`config.mk`:
```
export PLATFORM = sky130hd
export DESIGN_NAME = lpht_hash
export DESIGN_NICKNAME = d
export VERILOG_FILES = /design/src/hdl/lpht_pkg.sv /design/src/hdl/lpht_hash.sv
export SDC_FILE = /design/constraint.sdc
export NUM_CORES = 1
export LEC_CHECK = 0
export BUFFER_PORTS_ARGS = -buffer_cell sky130_fd_sc_hd__buf_2
export CORE_MARGIN = 5
export CORE_UTILIZATION = 49
export CTS_BUF_LIST = sky130_fd_sc_hd__clkbuf_4 sky130_fd_sc_hd__clkbuf_8
export DETAILED_ROUTE_END_ITERATION = 16
export PLACE_DENSITY_LB_ADDON = 0.1
export SLEW_MARGIN = 30
export SYNTH_ARGS = -nofsm -noshare
export SYNTH_HDL_FRONTEND = slang
export SYNTH_SLANG_ARGS = --single-unit
```
`constraint.sdc`:
```
create_clock -name clock -period 2.35 [get_ports clock]
set_input_delay 0.47 -clock clock [delete_from_list [all_inputs] [get_ports clock]]
set_output_delay 0.47 -clock clock [all_outputs]
set_load 0.05 [all_outputs]
```
`src/hdl/lpht_pkg.sv`:
```
// Shared widths, operation and status codes, and hash constants for the
// linear probe hash table. No dependencies.
package lpht_pkg;

   localparam int KEY_W      = 64;
   localparam int CHAR_W     = 8;
   localparam int MAX_CHARS  = 8;
   localparam int CHAR_IDX_W = 3;
   localparam int VALUE_W    = 16;
   localparam int FUNC_W     = 2;
   localparam int STATUS_W   = 2;
   localparam int ENTRIES_W  = 7;

   localparam logic [KEY_W-1:0] HASH_SEED  = 64'd5381;
   localparam int               HASH_SHIFT = 5;

   localparam logic [FUNC_W-1:0] FUNC_INSERT = 2'd0;
   localparam logic [FUNC_W-1:0] FUNC_LOOKUP = 2'd1;
   localparam logic [FUNC_W-1:0] FUNC_REMOVE = 2'd2;
   localparam logic [FUNC_W-1:0] FUNC_NONE   = 2'd3;

   localparam logic [STATUS_W-1:0] STATUS_OK        = 2'd0;
   localparam logic [STATUS_W-1:0] STATUS_NOT_FOUND = 2'd1;
   localparam logic [STATUS_W-1:0] STATUS_FULL      = 2'd2;

   // Write enables of the slot memory.
   typedef struct packed {
      logic key_en;
      logic value_en;
   } mem_wr_type;

endpackage

```
`src/hdl/lpht_hash.sv`:
```
// Iterative djb2-xor hash unit, one key character per cycle.
// Depends on lpht_pkg.
module lpht_hash import lpht_pkg::*; #(
   parameter int ADDR_W    = 6,
   parameter int KEY_CHARS = 8
) (
   input  logic              clock,
   input  logic              reset,
   input  logic              start,
   input  logic [KEY_W-1:0]  key,
   output logic              done,
   output logic [ADDR_W-1:0] home
);

   logic                  busy_ff, busy_in;
   logic                  done_ff, done_in;
   logic [CHAR_IDX_W-1:0] idx_ff, idx_in;
   logic [ADDR_W-1:0]     h_ff, h_in;
   logic [KEY_W-1:0]      key_ff, key_in;

   logic [CHAR_W-1:0]     char_c;
   logic [ADDR_W-1:0]     char_ext;
   logic [ADDR_W-1:0]     h_step;
   logic                  last_char;

   // Only the low address bits of the hash are ever used, and those depend
   // only on the low bits of the running value, so the state is kept narrow.
   assign char_c    = key_ff[idx_ff*CHAR_W +: CHAR_W];
   assign char_ext  = ADDR_W'({{(KEY_W-CHAR_W){char_c[CHAR_W-1]}}, char_c});
   assign h_step    = (ADDR_W'(h_ff << HASH_SHIFT) + h_ff) ^ char_ext;
   assign last_char = (idx_ff == CHAR_IDX_W'(KEY_CHARS - 1));

   always_comb begin
      busy_in = busy_ff;
      done_in = 1'b0;
      idx_in  = idx_ff;
      h_in    = h_ff;
      key_in  = key_ff;
      if (start) begin
         busy_in = 1'b1;
         idx_in  = '0;
         h_in    = ADDR_W'(HASH_SEED);
         key_in  = key;
      end else if (busy_ff) begin
         if (char_c == '0) begin
            busy_in = 1'b0;
            done_in = 1'b1;
         end else begin
            h_in = h_step;
            if (last_char) begin
               busy_in = 1'b0;
               done_in = 1'b1;
            end else begin
               idx_in = idx_ff + 1'b1;
            end
         end
      end
   end

   always_ff @(posedge clock) begin
      if (reset) begin
         busy_ff <= 1'b0;
         done_ff <= 1'b0;
      end else begin
         busy_ff <= busy_in;
         done_ff <= done_in;
      end
      idx_ff <= idx_in;
      h_ff   <= h_in;
      key_ff <= key_in;
   end

   assign done = done_ff;
   assign home = h_ff;

endmodule

```
==> results.ini, run 1 <==
[status]
status = finished, final reports clean

[detailed_routing]
drc_errors = 0
drt_iter0_drc = 67
vias_per_cell = 5.04
firstDrtPassIters = 4
wl_mm = 5.12
vias = 1725
ant_nets = 0
wl_per_cell_um = 15.0

[critical_path]
r2r-end = home[5]$_SDFFE_PP0P_
r2r_cells = 7
arrival_ns = 2.55
critical_path_required_ns = 2.57
cp_slowest_cell = mux4_2
path_max_fanout = 6
path_cells = bufbuf_16 > mux4_2 > or3_1 > o31ai_2 > o2111ai_2 > nand3_1 > mux2_1
path_class = flip-flop to flip-flop
r2r_slack_ns = 0.03
cp_top_family = multiplexers
critPathLaunchType = flip-flop
crit_buf_inv = 1
r2r_start = idx_ff[0]$_SDFFE_PP0P_
crit_path_end_kind = flip-flop
crit_path_max_incr_delay_ns = 0.51

[power]
ir_drop_uv = 493
p_leak_nw = 1.47
net-switching-power_uw = 673
p_comb_frac = 0.121
p_total_mw = 2.91
internal_power_mw = 2.24
power_density_nw_per_um2 = 784
p_clk_frac = 0.331
p_sw_frac = 0.231
p_seq_frac = 0.548

[sta]
fin_hold_ws_ns = 0.302
period_share = 0.989
report.final.setup_viol = 0
max_slew.worst_pin.slew_ns = 0.507
slew_violations = 0
rsz0062_at_grt = true
tns_ns = 0
finalHoldViolations = 0
skew_ns = 0.00567
max_freq_mhz = 430
min_period_ns = 2.32
relSlewSlack = 0.658

[synth]
synthArstFlopShare = 0
synth-main-ff-cell = edfxtp_1
ys_ff_latch = 75
syn_nets = 240
yosysSeqAreaShare = 0.733
synth-edff-count = 64
synthCells = 171
yosysUniqueCellTypes = 36
ys.warnings.count = 0
avgSynthCellArea_um2 = 17.1
syn-cell-area_um2 = 2920

[global_routing]
grt_pass1_wl_mm = 8.26
grt_overflow = 0
grt_usage = 0.148
grt_antenna_before_repair = 0
grt_pass1_vias = 1761
grt_max_degree = 31

[placed_design]
portBuffers = 73
placed_area_um2 = 3440
hpwl_mm = 3.72
gp_congestion = 0.765
placed_cells = 322

[floorplanning]
die_w_um = 87.3
die_area_um2 = 7610
initial_utilization = 0.500
die_h_um = 87.3
core_area_um2 = 5850
rows = 28
pin_count = 74

[min_path]
hp-class = input port to flip-flop
hold_path_end = key_ff[0]$_DFFE_PP_
hold_depth = 1
min-delay-start = key[0]

[cells_and_area]
fin_nets = 331
fin_area_um2 = 3710
finalNonFillerCells = 342
layout_commonest_cell = buf_2
final_cell_mix = 73 x buf_2, 64 x edfxtp_1, 22 x nand2_1, 11 x mux4_2, 11 x buf_4
drive_gt1_frac = 0.461
fillerInstances = 440
num_antenna_cells = 0
area_delta_synth_final_pct = 26.9

[clock_network]
clock_path_buffers = 2
cts_root_buf = clkbuf_8
cts_made_buffers = 9
path_clk_slew_ns = 0.08
htree_num_levels = 3
cts_tree = done
clock_latency_ns = 0.33
cts_num_sinks = 75
holdBufCountCts = 0

[job]
drv_cap = 0

[registers in the layout, summed over array words and instances (netlist names)]
signal and flops:
key_ff 64, home 6, idx_ff 3, busy_ff 1, done 1
[synth_stat cells, types with 2 or more instances]
| library cell | count | area, um^2 |
|---|---|---|
| nor3_1 | 6 | 30.0 |
| ha_1 | 2 | 25.0 |
| nor2_1 | 10 | 37.5 |
| dfxtp_1 | 11 | 220 |
| nand2_1 | 22 | 82.6 |
| o21ai_0 | 3 | 15.0 |
| nor2b_1 | 3 | 18.8 |
| a21oi_1 | 3 | 15.0 |
| nand2b_1 | 2 | 12.5 |
| clkbuf_1 | 3 | 11.3 |
| xor2_1 | 3 | 26.3 |
| inv_1 | 2 | 7.51 |
| mux2i_1 | 3 | 30.0 |
| and3_1 | 2 | 12.5 |
| edfxtp_1 | 64 | 1920 |
| buf_2 | 2 | 10.0 |
| mux4_2 | 11 | 248 |
[power by group through the flow]
stage,registers (mW),clock network [mW],logic [mW]
global placement,1.63,0,0.325
finish,1.60,0.962,0.353
global route,1.61,1.06,0.383
CTS,1.60,0.988,0.352
floorplan,1.65,0,0.163
detailed placement,1.63,0,0.329
[worst register-to-register path: cells and delay by family (launching register included)]
family	cells	cell delay [ns]
simple gates	2	0.47
flops	1	0.38
compound gates	2	0.28
mux	2	0.82
buf+inv	1	0.27
[per-layer routing]
metal / share of wire / global-route usage / up-vias
li1: - / - / 840
met1: 0.41 / 0.187 / 822
met2: 0.50 / 0.229 / 52
met3: 0.065 / 0.0464 / 11
met4: 0.019 / 0.0767 / 0
met5: 0 / 0 / -
[metrics by stage]
step	setup slack [ns]	util
after floorplan	0.127	-
after global placement	0.0120	0.589
after detailed placement	0.00639	0.589
after CTS	0.00653	0.633
after global routing	-0.0559	0.634
final	0.0259	0.634
[worst max-delay path by stage]
stage	start	endpoint	slack, ns	depth (start not counted)
after global routing	idx_ff[0]$_SDFFE_PP0P_	home[5]$_SDFFE_PP0P_	-0.06	8
after CTS	idx_ff[0]$_SDFFE_PP0P_	home[5]$_SDFFE_PP0P_	0.007	7
after detailed placement	idx_ff[0]$_SDFFE_PP0P_	home[5]$_SDFFE_PP0P_	0.006	7
after global placement	idx_ff[0]$_SDFFE_PP0P_	home[5]$_SDFFE_PP0P_	0.01	7
final	idx_ff[0]$_SDFFE_PP0P_	home[5]$_SDFFE_PP0P_	0.03	7
after floorplan	idx_ff[0]$_SDFFE_PP0P_	idx_ff[0]$_SDFFE_PP0P_	0.13	7
[what timing repair did]
item,4_1_cts,5_1_grt
pin swaps,2,3
setup endpoints to repair,2,5
cloned,1,0
setup buffers,2,1
hold endpoints to repair,0,0
resized for setup,4,0
[area by class of cell]
class                           count  area, um^2  area share
Inverter                            2        7.51     0.00202
Sequential cell                    75        2150       0.578
Multi-Input combinational cell     87         746       0.201
Clock inverter                      6        66.3      0.0179
Tap cell                           75        93.8      0.0253
Timing Repair Buffer               87         520       0.140
Clock buffer                       10         131      0.0354
[cell families (layout without fill, tap and decap cells)]
kind of cell | count (synthesis) | count (layout) | synth area share
compound gates | 13 | 13 | 0.0342
xor+xnor | 4 | 4 | 0.0120
fa+ha+maj | 2 | 2 | 0.00856
buf+inv | 9 | 105 | 0.0163
flops | 75 | 75 | 0.733
mux | 17 | 17 | 0.113
simple gates | 51 | 51 | 0.0834
(Power assumes the default switching activity.)
==> run 2, diff against run 1 <==
--- a/config.mk
+++ b/config.mk
@@ -5,7 +5,7 @@
 export SDC_FILE = /design/constraint.sdc
 export NUM_CORES = 1
 export LEC_CHECK = 0
-export BUFFER_PORTS_ARGS = -buffer_cell sky130_fd_sc_hd__buf_2
+export BUFFER_PORTS_ARGS = -buffer_cell sky130_fd_sc_hd__buf_4
 export CORE_MARGIN = 5
 export CORE_UTILIZATION = 49
 export CTS_BUF_LIST = sky130_fd_sc_hd__clkbuf_4 sky130_fd_sc_hd__clkbuf_8
==> constraint.sdc (replaced) <==
create_clock -name clock -period 2.35 [get_ports clock]
set_input_delay 0.47 -clock clock [delete_from_list [all_inputs] [get_ports clock]]
set_output_delay 0.47 -clock clock [all_outputs]
set_load 0.02 [all_outputs]
==> results.ini, run 2 (synthesized netlist as in run 1, its figures left out) <==
[clock_network]
cts_tree = done  ; unchanged
holdBufCountCts = 0  ; unchanged
htree_num_levels = 3  ; unchanged
cts_root_buf = clkbuf_8  ; unchanged
cts_num_sinks = 75  ; unchanged
cts_made_buffers = 9  ; unchanged
path_clk_slew_ns = 0.07  ; was 0.08 ns
clock_latency_ns = 0.34  ; was 0.33 ns
clock_path_buffers = 2  ; unchanged

[detailed_routing]
drc_errors = 0  ; unchanged
wl_per_cell_um = 16.0  ; was 15.0 um
routed.top_layer = met4  ; unchanged
ant_nets = 0  ; unchanged
vias_per_cell = 5.07  ; was 5.04
wl_met3_um = 335  ; was 330 um
firstDrtPassIters = 4  ; unchanged
wl_mm = 5.47  ; was 5.12 mm
drt_iter0_drc = 92  ; was 67
m1WireLength_mm = 2.14  ; was 2.12 mm
wl_met2_mm = 2.93  ; was 2.57 mm
vias = 1730  ; was 1725

[floorplanning]
die_h_um = 87.3  ; unchanged
core_area_um2 = 5850  ; unchanged
die_w_um = 87.3  ; unchanged
initial_utilization = 0.500  ; unchanged
rows = 28  ; unchanged
die_area_um2 = 7610  ; unchanged
pin_count = 74  ; unchanged

[critical_path]
cp_top_family = multiplexers  ; unchanged
crit_path_end_kind = flip-flop  ; unchanged
r2r_slack_ns = 0.03  ; about the same
r2r-end = home[5]$_SDFFE_PP0P_  ; unchanged
r2r_start = idx_ff[0]$_SDFFE_PP0P_  ; unchanged
path_max_fanout = 6  ; unchanged
critPathLaunchType = flip-flop  ; unchanged
arrival_ns = 2.54  ; was 2.55 ns
path_class = flip-flop to flip-flop  ; unchanged
r2r_cells = 8  ; was 7
critical_path_required_ns = 2.58  ; was 2.57 ns
path_cells = buf_12 > buf_16 > mux4_2 > or3_4 > o31ai_2 > o2111ai_4 > nand3_2 > mux2_4  ; was bufbuf_16 > mux4_2 > or3_1 > o31ai_2 > o2111ai_2 > nand3_1 > mux2_1
cp_slowest_cell = mux4_2  ; unchanged
crit_path_max_incr_delay_ns = 0.51  ; about the same
crit_buf_inv = 2  ; was 1

[global_routing]
grt_usage = 0.156  ; was 0.148
grt_antenna_before_repair = 0  ; unchanged
grt_max_degree = 53  ; was 31
grt_pass1_vias = 1813  ; was 1761
grt_overflow = 0  ; unchanged
grt_pass1_wl_mm = 8.51  ; was 8.26 mm

[cells_and_area]
fin_area_um2 = 3880  ; was 3710 um^2
fillerInstances = 416  ; was 440
num_antenna_cells = 0  ; unchanged
final_cell_mix = 84 x buf_4, 64 x edfxtp_1, 22 x nand2_1, 11 x mux4_2  ; was 73 x buf_2, 64 x edfxtp_1, 22 x nand2_1, 11 x mux4_2, 11 x buf_4
post-route-util = 0.663  ; was 0.634
fin_nets = 331  ; unchanged
largest_register_ff_count = 64  ; unchanged
layout_commonest_cell = buf_4  ; was buf_2
drive_gt1_frac = 0.462  ; was 0.461
area_delta_synth_final_pct = 32.6  ; was 26.9%
finalNonFillerCells = 341  ; was 342
regMostFlops = key_ff  ; unchanged

[sta]
slew_violations = 0  ; unchanged
max_freq_mhz = 432  ; was 430 MHz
fin_hold_ws_ns = 0.303  ; was 0.302 ns
report.final.setup_viol = 0  ; unchanged
max_slew.worst_pin.slew_ns = 0.617  ; was 0.507 ns
relSlewSlack = 0.589  ; was 0.658
skew_ns = 0.00514  ; was 0.00567 ns
finalHoldViolations = 0  ; unchanged
period_share = 0.986  ; was 0.989
tns_ns = 0  ; unchanged
rsz0062_at_grt = true  ; unchanged
min_period_ns = 2.32  ; about the same

[min_path]
hold_depth = 1  ; unchanged
hp-class = input port to flip-flop  ; unchanged
hold_path_end = key_ff[27]$_DFFE_PP_  ; was key_ff[0]$_DFFE_PP_
min-delay-start = key[27]  ; was key[0]

[status]
status = finished, final reports clean  ; unchanged

[power]
p_leak_nw = 1.53  ; was 1.47 nW
internal_power_mw = 2.17  ; was 2.24 mW
net-switching-power_uw = 614  ; was 673 uW
p_clk_frac = 0.291  ; was 0.331
power_density_nw_per_um2 = 718  ; was 784 nW/um^2
p_seq_frac = 0.575  ; was 0.548
p_sw_frac = 0.221  ; was 0.231
ir_drop_uv = 460  ; was 493 uV
p_comb_frac = 0.134  ; was 0.121

[placed_design]
placed_area_um2 = 3610  ; was 3440 um^2
portBuffers = 73  ; unchanged
placed_cells = 321  ; was 322
gp_congestion = 0.759  ; was 0.765
hpwl_mm = 3.82  ; was 3.72 mm

[job]
drv_cap = 0  ; unchanged

## run 2: how the worst max path moves through the flow
stage | start | endpoint | slack (ns) | depth (start not counted)
final | idx_ff[0]$_SDFFE_PP0P_ | home[5]$_SDFFE_PP0P_ | 0.03 | 8
after global routing | idx_ff[0]$_SDFFE_PP0P_ | home[5]$_SDFFE_PP0P_ | -0.04 | 7
after CTS | idx_ff[0]$_SDFFE_PP0P_ | home[5]$_SDFFE_PP0P_ | 0.002 | 7
after detailed placement | idx_ff[0]$_SDFFE_PP0P_ | home[5]$_SDFFE_PP0P_ | -0.02 | 7
after global placement | idx_ff[0]$_SDFFE_PP0P_ | home[5]$_SDFFE_PP0P_ | 0.01 | 7
after floorplan | idx_ff[0]$_SDFFE_PP0P_ | idx_ff[0]$_SDFFE_PP0P_ | 0.13 | 7
## run 2: through the flow
step | setup slack, ns | power (mW)
floorplan | 0.127 | 1.79
global placement | 0.0122 | 1.96
detailed placement | -0.0201 | 1.97
CTS | 0.00222 | 2.80
finish | 0.0339 | 2.78
global route | -0.0410 | 2.91
## run 2: metal layers
layer	GRT usage	vias up
met2	0.253	52
met3	0.0520	5
li1	-	840
met5	0	-
met4	0.0879	0
met1	0.181	833
## run 2: area by class of cell
type / count / area, um^2 / area share
Timing Repair Buffer: 87 / 698 / 0.180
Tap cell: 75 / 93.8 / 0.0242
Clock inverter: 4 / 18.8 / 0.00484
Inverter: 2 / 7.51 / 0.00194
Clock buffer: 11 / 139 / 0.0358
Multi-Input combinational cell: 87 / 773 / 0.199
Sequential cell: 75 / 2150 / 0.554
## run 2: worst register-to-register path: stages, from the launching register on
cell       delay, ns
dfxtp_4         0.38
buf_12          0.11
buf_16          0.12
mux4_2          0.51
or3_4           0.34
o31ai_2         0.10
o2111ai_4       0.21
nand3_2         0.13
mux2_4          0.30
## run 2: repair_timing
| action | in CTS | in global routing |
|---|---|---|
| pin swaps | 0 | 3 |
| gates cloned | 1 | 0 |
| setup endpoints to repair | 2 | 4 |
| setup buffers | 2 | 2 |
| gates resized for setup | 1 | 9 |
## run 2: power by group through the flow
stage,Clock (mW),Combinational (mW),Sequential (mW)
floorplan,0,0.163,1.63
global placement,0,0.331,1.63
detailed placement,0,0.338,1.63
CTS,0.838,0.358,1.60
global route,0.898,0.405,1.61
finish,0.809,0.374,1.60
==> run 3, diff against run 2 <==
--- a/config.mk
+++ b/config.mk
@@ -6,7 +6,7 @@
 export NUM_CORES = 1
 export LEC_CHECK = 0
 export BUFFER_PORTS_ARGS = -buffer_cell sky130_fd_sc_hd__buf_4
-export CORE_MARGIN = 5
+export CORE_MARGIN = 8
 export CORE_UTILIZATION = 49
 export CTS_BUF_LIST = sky130_fd_sc_hd__clkbuf_4 sky130_fd_sc_hd__clkbuf_8
 export DETAILED_ROUTE_END_ITERATION = 16
==> results.ini, run 3 (synthesized netlist as in run 1, its figures left out) <==
[min_path]
hp-class = input port to flip-flop  ; unchanged

[cells_and_area]
final_cell_mix = 81 x buf_4, 64 x edfxtp_1, 22 x nand2_1, 11 x mux4_2  ; was 84 x buf_4, 64 x edfxtp_1, 22 x nand2_1, 11 x mux4_2
num_antenna_cells = 0  ; unchanged
regMostFlops = key_ff  ; unchanged
fin_nets = 328  ; was 331
largest_register_ff_count = 64  ; unchanged
drive_gt1_frac = 0.451  ; was 0.462
layout_commonest_cell = buf_4  ; unchanged
area_delta_synth_final_pct = 31.2  ; was 32.6%

[clock_network]
clock_path_buffers = 2  ; unchanged
cts_tree = done  ; unchanged
clock_latency_ns = 0.34  ; about the same
holdBufCountCts = 0  ; unchanged
htree_num_levels = 3  ; unchanged
cts_num_sinks = 75  ; unchanged
cts_root_buf = clkbuf_8  ; unchanged
cts_made_buffers = 9  ; unchanged
post_cts_buffers = 0  ; was 2
path_clk_slew_ns = 0.08  ; was 0.07 ns

[critical_path]
r2r_start = idx_ff[0]$_SDFFE_PP0P_  ; unchanged
critPathLaunchType = flip-flop  ; unchanged
r2r_cells = 7  ; was 8
crit_path_end_kind = flip-flop  ; unchanged
path_class = flip-flop to flip-flop  ; unchanged
startpoint = idx_ff[0]$_SDFFE_PP0P_  ; unchanged
endpoint = idx_ff[0]$_SDFFE_PP0P_  ; was home[5]$_SDFFE_PP0P_
critical_path_required_ns = 2.58  ; about the same
r2r-end = idx_ff[0]$_SDFFE_PP0P_  ; was home[5]$_SDFFE_PP0P_
path_max_fanout = 5  ; was 6
r2r_slack_ns = 0.06  ; was 0.03 ns
arrival_ns = 2.52  ; was 2.54 ns

[sta]
report.final.setup_viol = 0  ; unchanged
rsz0062_at_grt = true  ; unchanged
tns_ns = 0  ; unchanged
relSlewSlack = 0.636  ; was 0.589
max_freq_mhz = 437  ; was 432 MHz
period_share = 0.974  ; was 0.986
min_period_ns = 2.29  ; was 2.32 ns
finalHoldViolations = 0  ; unchanged
skew_ns = 0.0133  ; was 0.00514 ns
fin_hold_ws_ns = 0.294  ; was 0.303 ns
slew_violations = 0  ; unchanged
max_slew.worst_pin.slew_ns = 0.546  ; was 0.617 ns

[power]
ir_drop_uv = 512  ; was 460 uV
power_density_nw_per_um2 = 730  ; was 718 nW/um^2
p_leak_nw = 1.50  ; was 1.53 nW

[global_routing]
grt_usage = 0.132  ; was 0.156
grt_overflow = 0  ; unchanged
grt_max_degree = 43  ; was 53
grt_pass1_wl_mm = 8.54  ; was 8.51 mm
grt_pass1_vias = 1799  ; was 1813
grt_antenna_before_repair = 0  ; unchanged

[placed_design]
portBuffers = 73  ; unchanged
hpwl_mm = 4.00  ; was 3.82 mm
gp_congestion = 0.773  ; was 0.759

[floorplanning]
die_area_um2 = 8700  ; was 7610 um^2
pin_count = 74  ; unchanged
rows = 28  ; unchanged
initial_utilization = 0.500  ; unchanged
die_h_um = 93.3  ; was 87.3 um
die_w_um = 93.3  ; was 87.3 um
core_area_um2 = 5850  ; unchanged

[detailed_routing]
wl_mm = 5.40  ; was 5.47 mm
vias_per_cell = 5.00  ; was 5.07
wl_per_cell_um = 15.9  ; was 16.0 um
vias = 1694  ; was 1730
drt_iter0_drc = 79  ; was 92
firstDrtPassIters = 4  ; unchanged
ant_nets = 0  ; unchanged
drc_errors = 0  ; unchanged

[job]
drv_cap = 0  ; unchanged

[status]
status = finished, final reports clean  ; unchanged

[run 3: changes by cell type in the layout (fill, tap and decap cells not counted), moves of 2 or more]
cell and delta:
clkinvlp_4 +4, buf_4 -3, clkbuf_4 -2, clkinv_2 -2
[run 3: power by group]
| part | switching, mW | leakage [nW] | total (mW) | internal [mW] |
|---|---|---|---|---|
| clock network | 0.469 | 0.0779 | 0.854 | 0.385 |
| registers | 0.0389 | 0.717 | 1.60 | 1.56 |
| logic | 0.147 | 0.705 | 0.350 | 0.204 |
| total | 0.654 | 1.50 | 2.80 | 2.15 |
[run 3: final cells by class]
type,instances,area (um^2)
inverters,2,7.51
multi-input cells,87,738
repair buffers,84,673
flip-flops and latches,75,2150
fillers,420,2020
clock inverters,7,52.6
well taps,75,93.8
clock buffers,9,124
[run 3: how the worst min path moves through the flow]
stage | start | to | slack (ns) | depth (start not counted)
detailed placement | home[4]$_SDFFE_PP0P_ | home[4]$_SDFFE_PP0P_ | 0.51 | 2
global route | key[29] | key_ff[29]$_DFFE_PP_ | 0.25 | 1
floorplan | reset | busy_ff$_SDFF_PP0_ | 0.54 | 1
global placement | home[1]$_SDFFE_PP0P_ | home[1]$_SDFFE_PP0P_ | 0.49 | 2
CTS | reset | busy_ff$_SDFF_PP0_ | 0.26 | 2
finish | key[3] | key_ff[3]$_DFFE_PP_ | 0.29 | 1
[run 3: routing by layer]
metal	GRT usage	part of all wire	up-vias
met5	0	0	-
met4	0.0403	0.012	0
met3	0.0761	0.079	9
met2	0.212	0.51	66
met1	0.144	0.40	785
li1	-	-	834
[run 3: per-stage QoR]
step / worst slack (ns) / instances / instance area [um^2] / util / power [mW]
floorplan: 0.127 / 171 / 2920 / - / 1.79
global placement: 0.0308 / 322 / 3630 / 0.620 / 1.96
detailed placement: 0.0185 / 322 / 3630 / 0.620 / 1.97
CTS: 0.0345 / 338 / 3800 / 0.650 / 2.83
global route: -0.0173 / 339 / 3830 / 0.655 / 2.93
finish: 0.0603 / 339 / 3830 / 0.655 / 2.80
[run 3: timing repair]
action | CTS | global route
gates cloned | 0 | 1
setup endpoints to repair | 4 | 4
endpoints found under the hold margin | 0 | 0
pin swaps | 0 | 2
gates resized for setup | 2 | 2
[run 3: worst max-delay path, cell delays in order, from the launching register on]
cell and delay (ns):
dfxtp_4 0.38, clkbuf_16 0.14, mux4_2 0.51, o41ai_2 0.34, o21a_1 0.20, o2111ai_2 0.16
nand3b_2 0.16, mux2_4 0.30
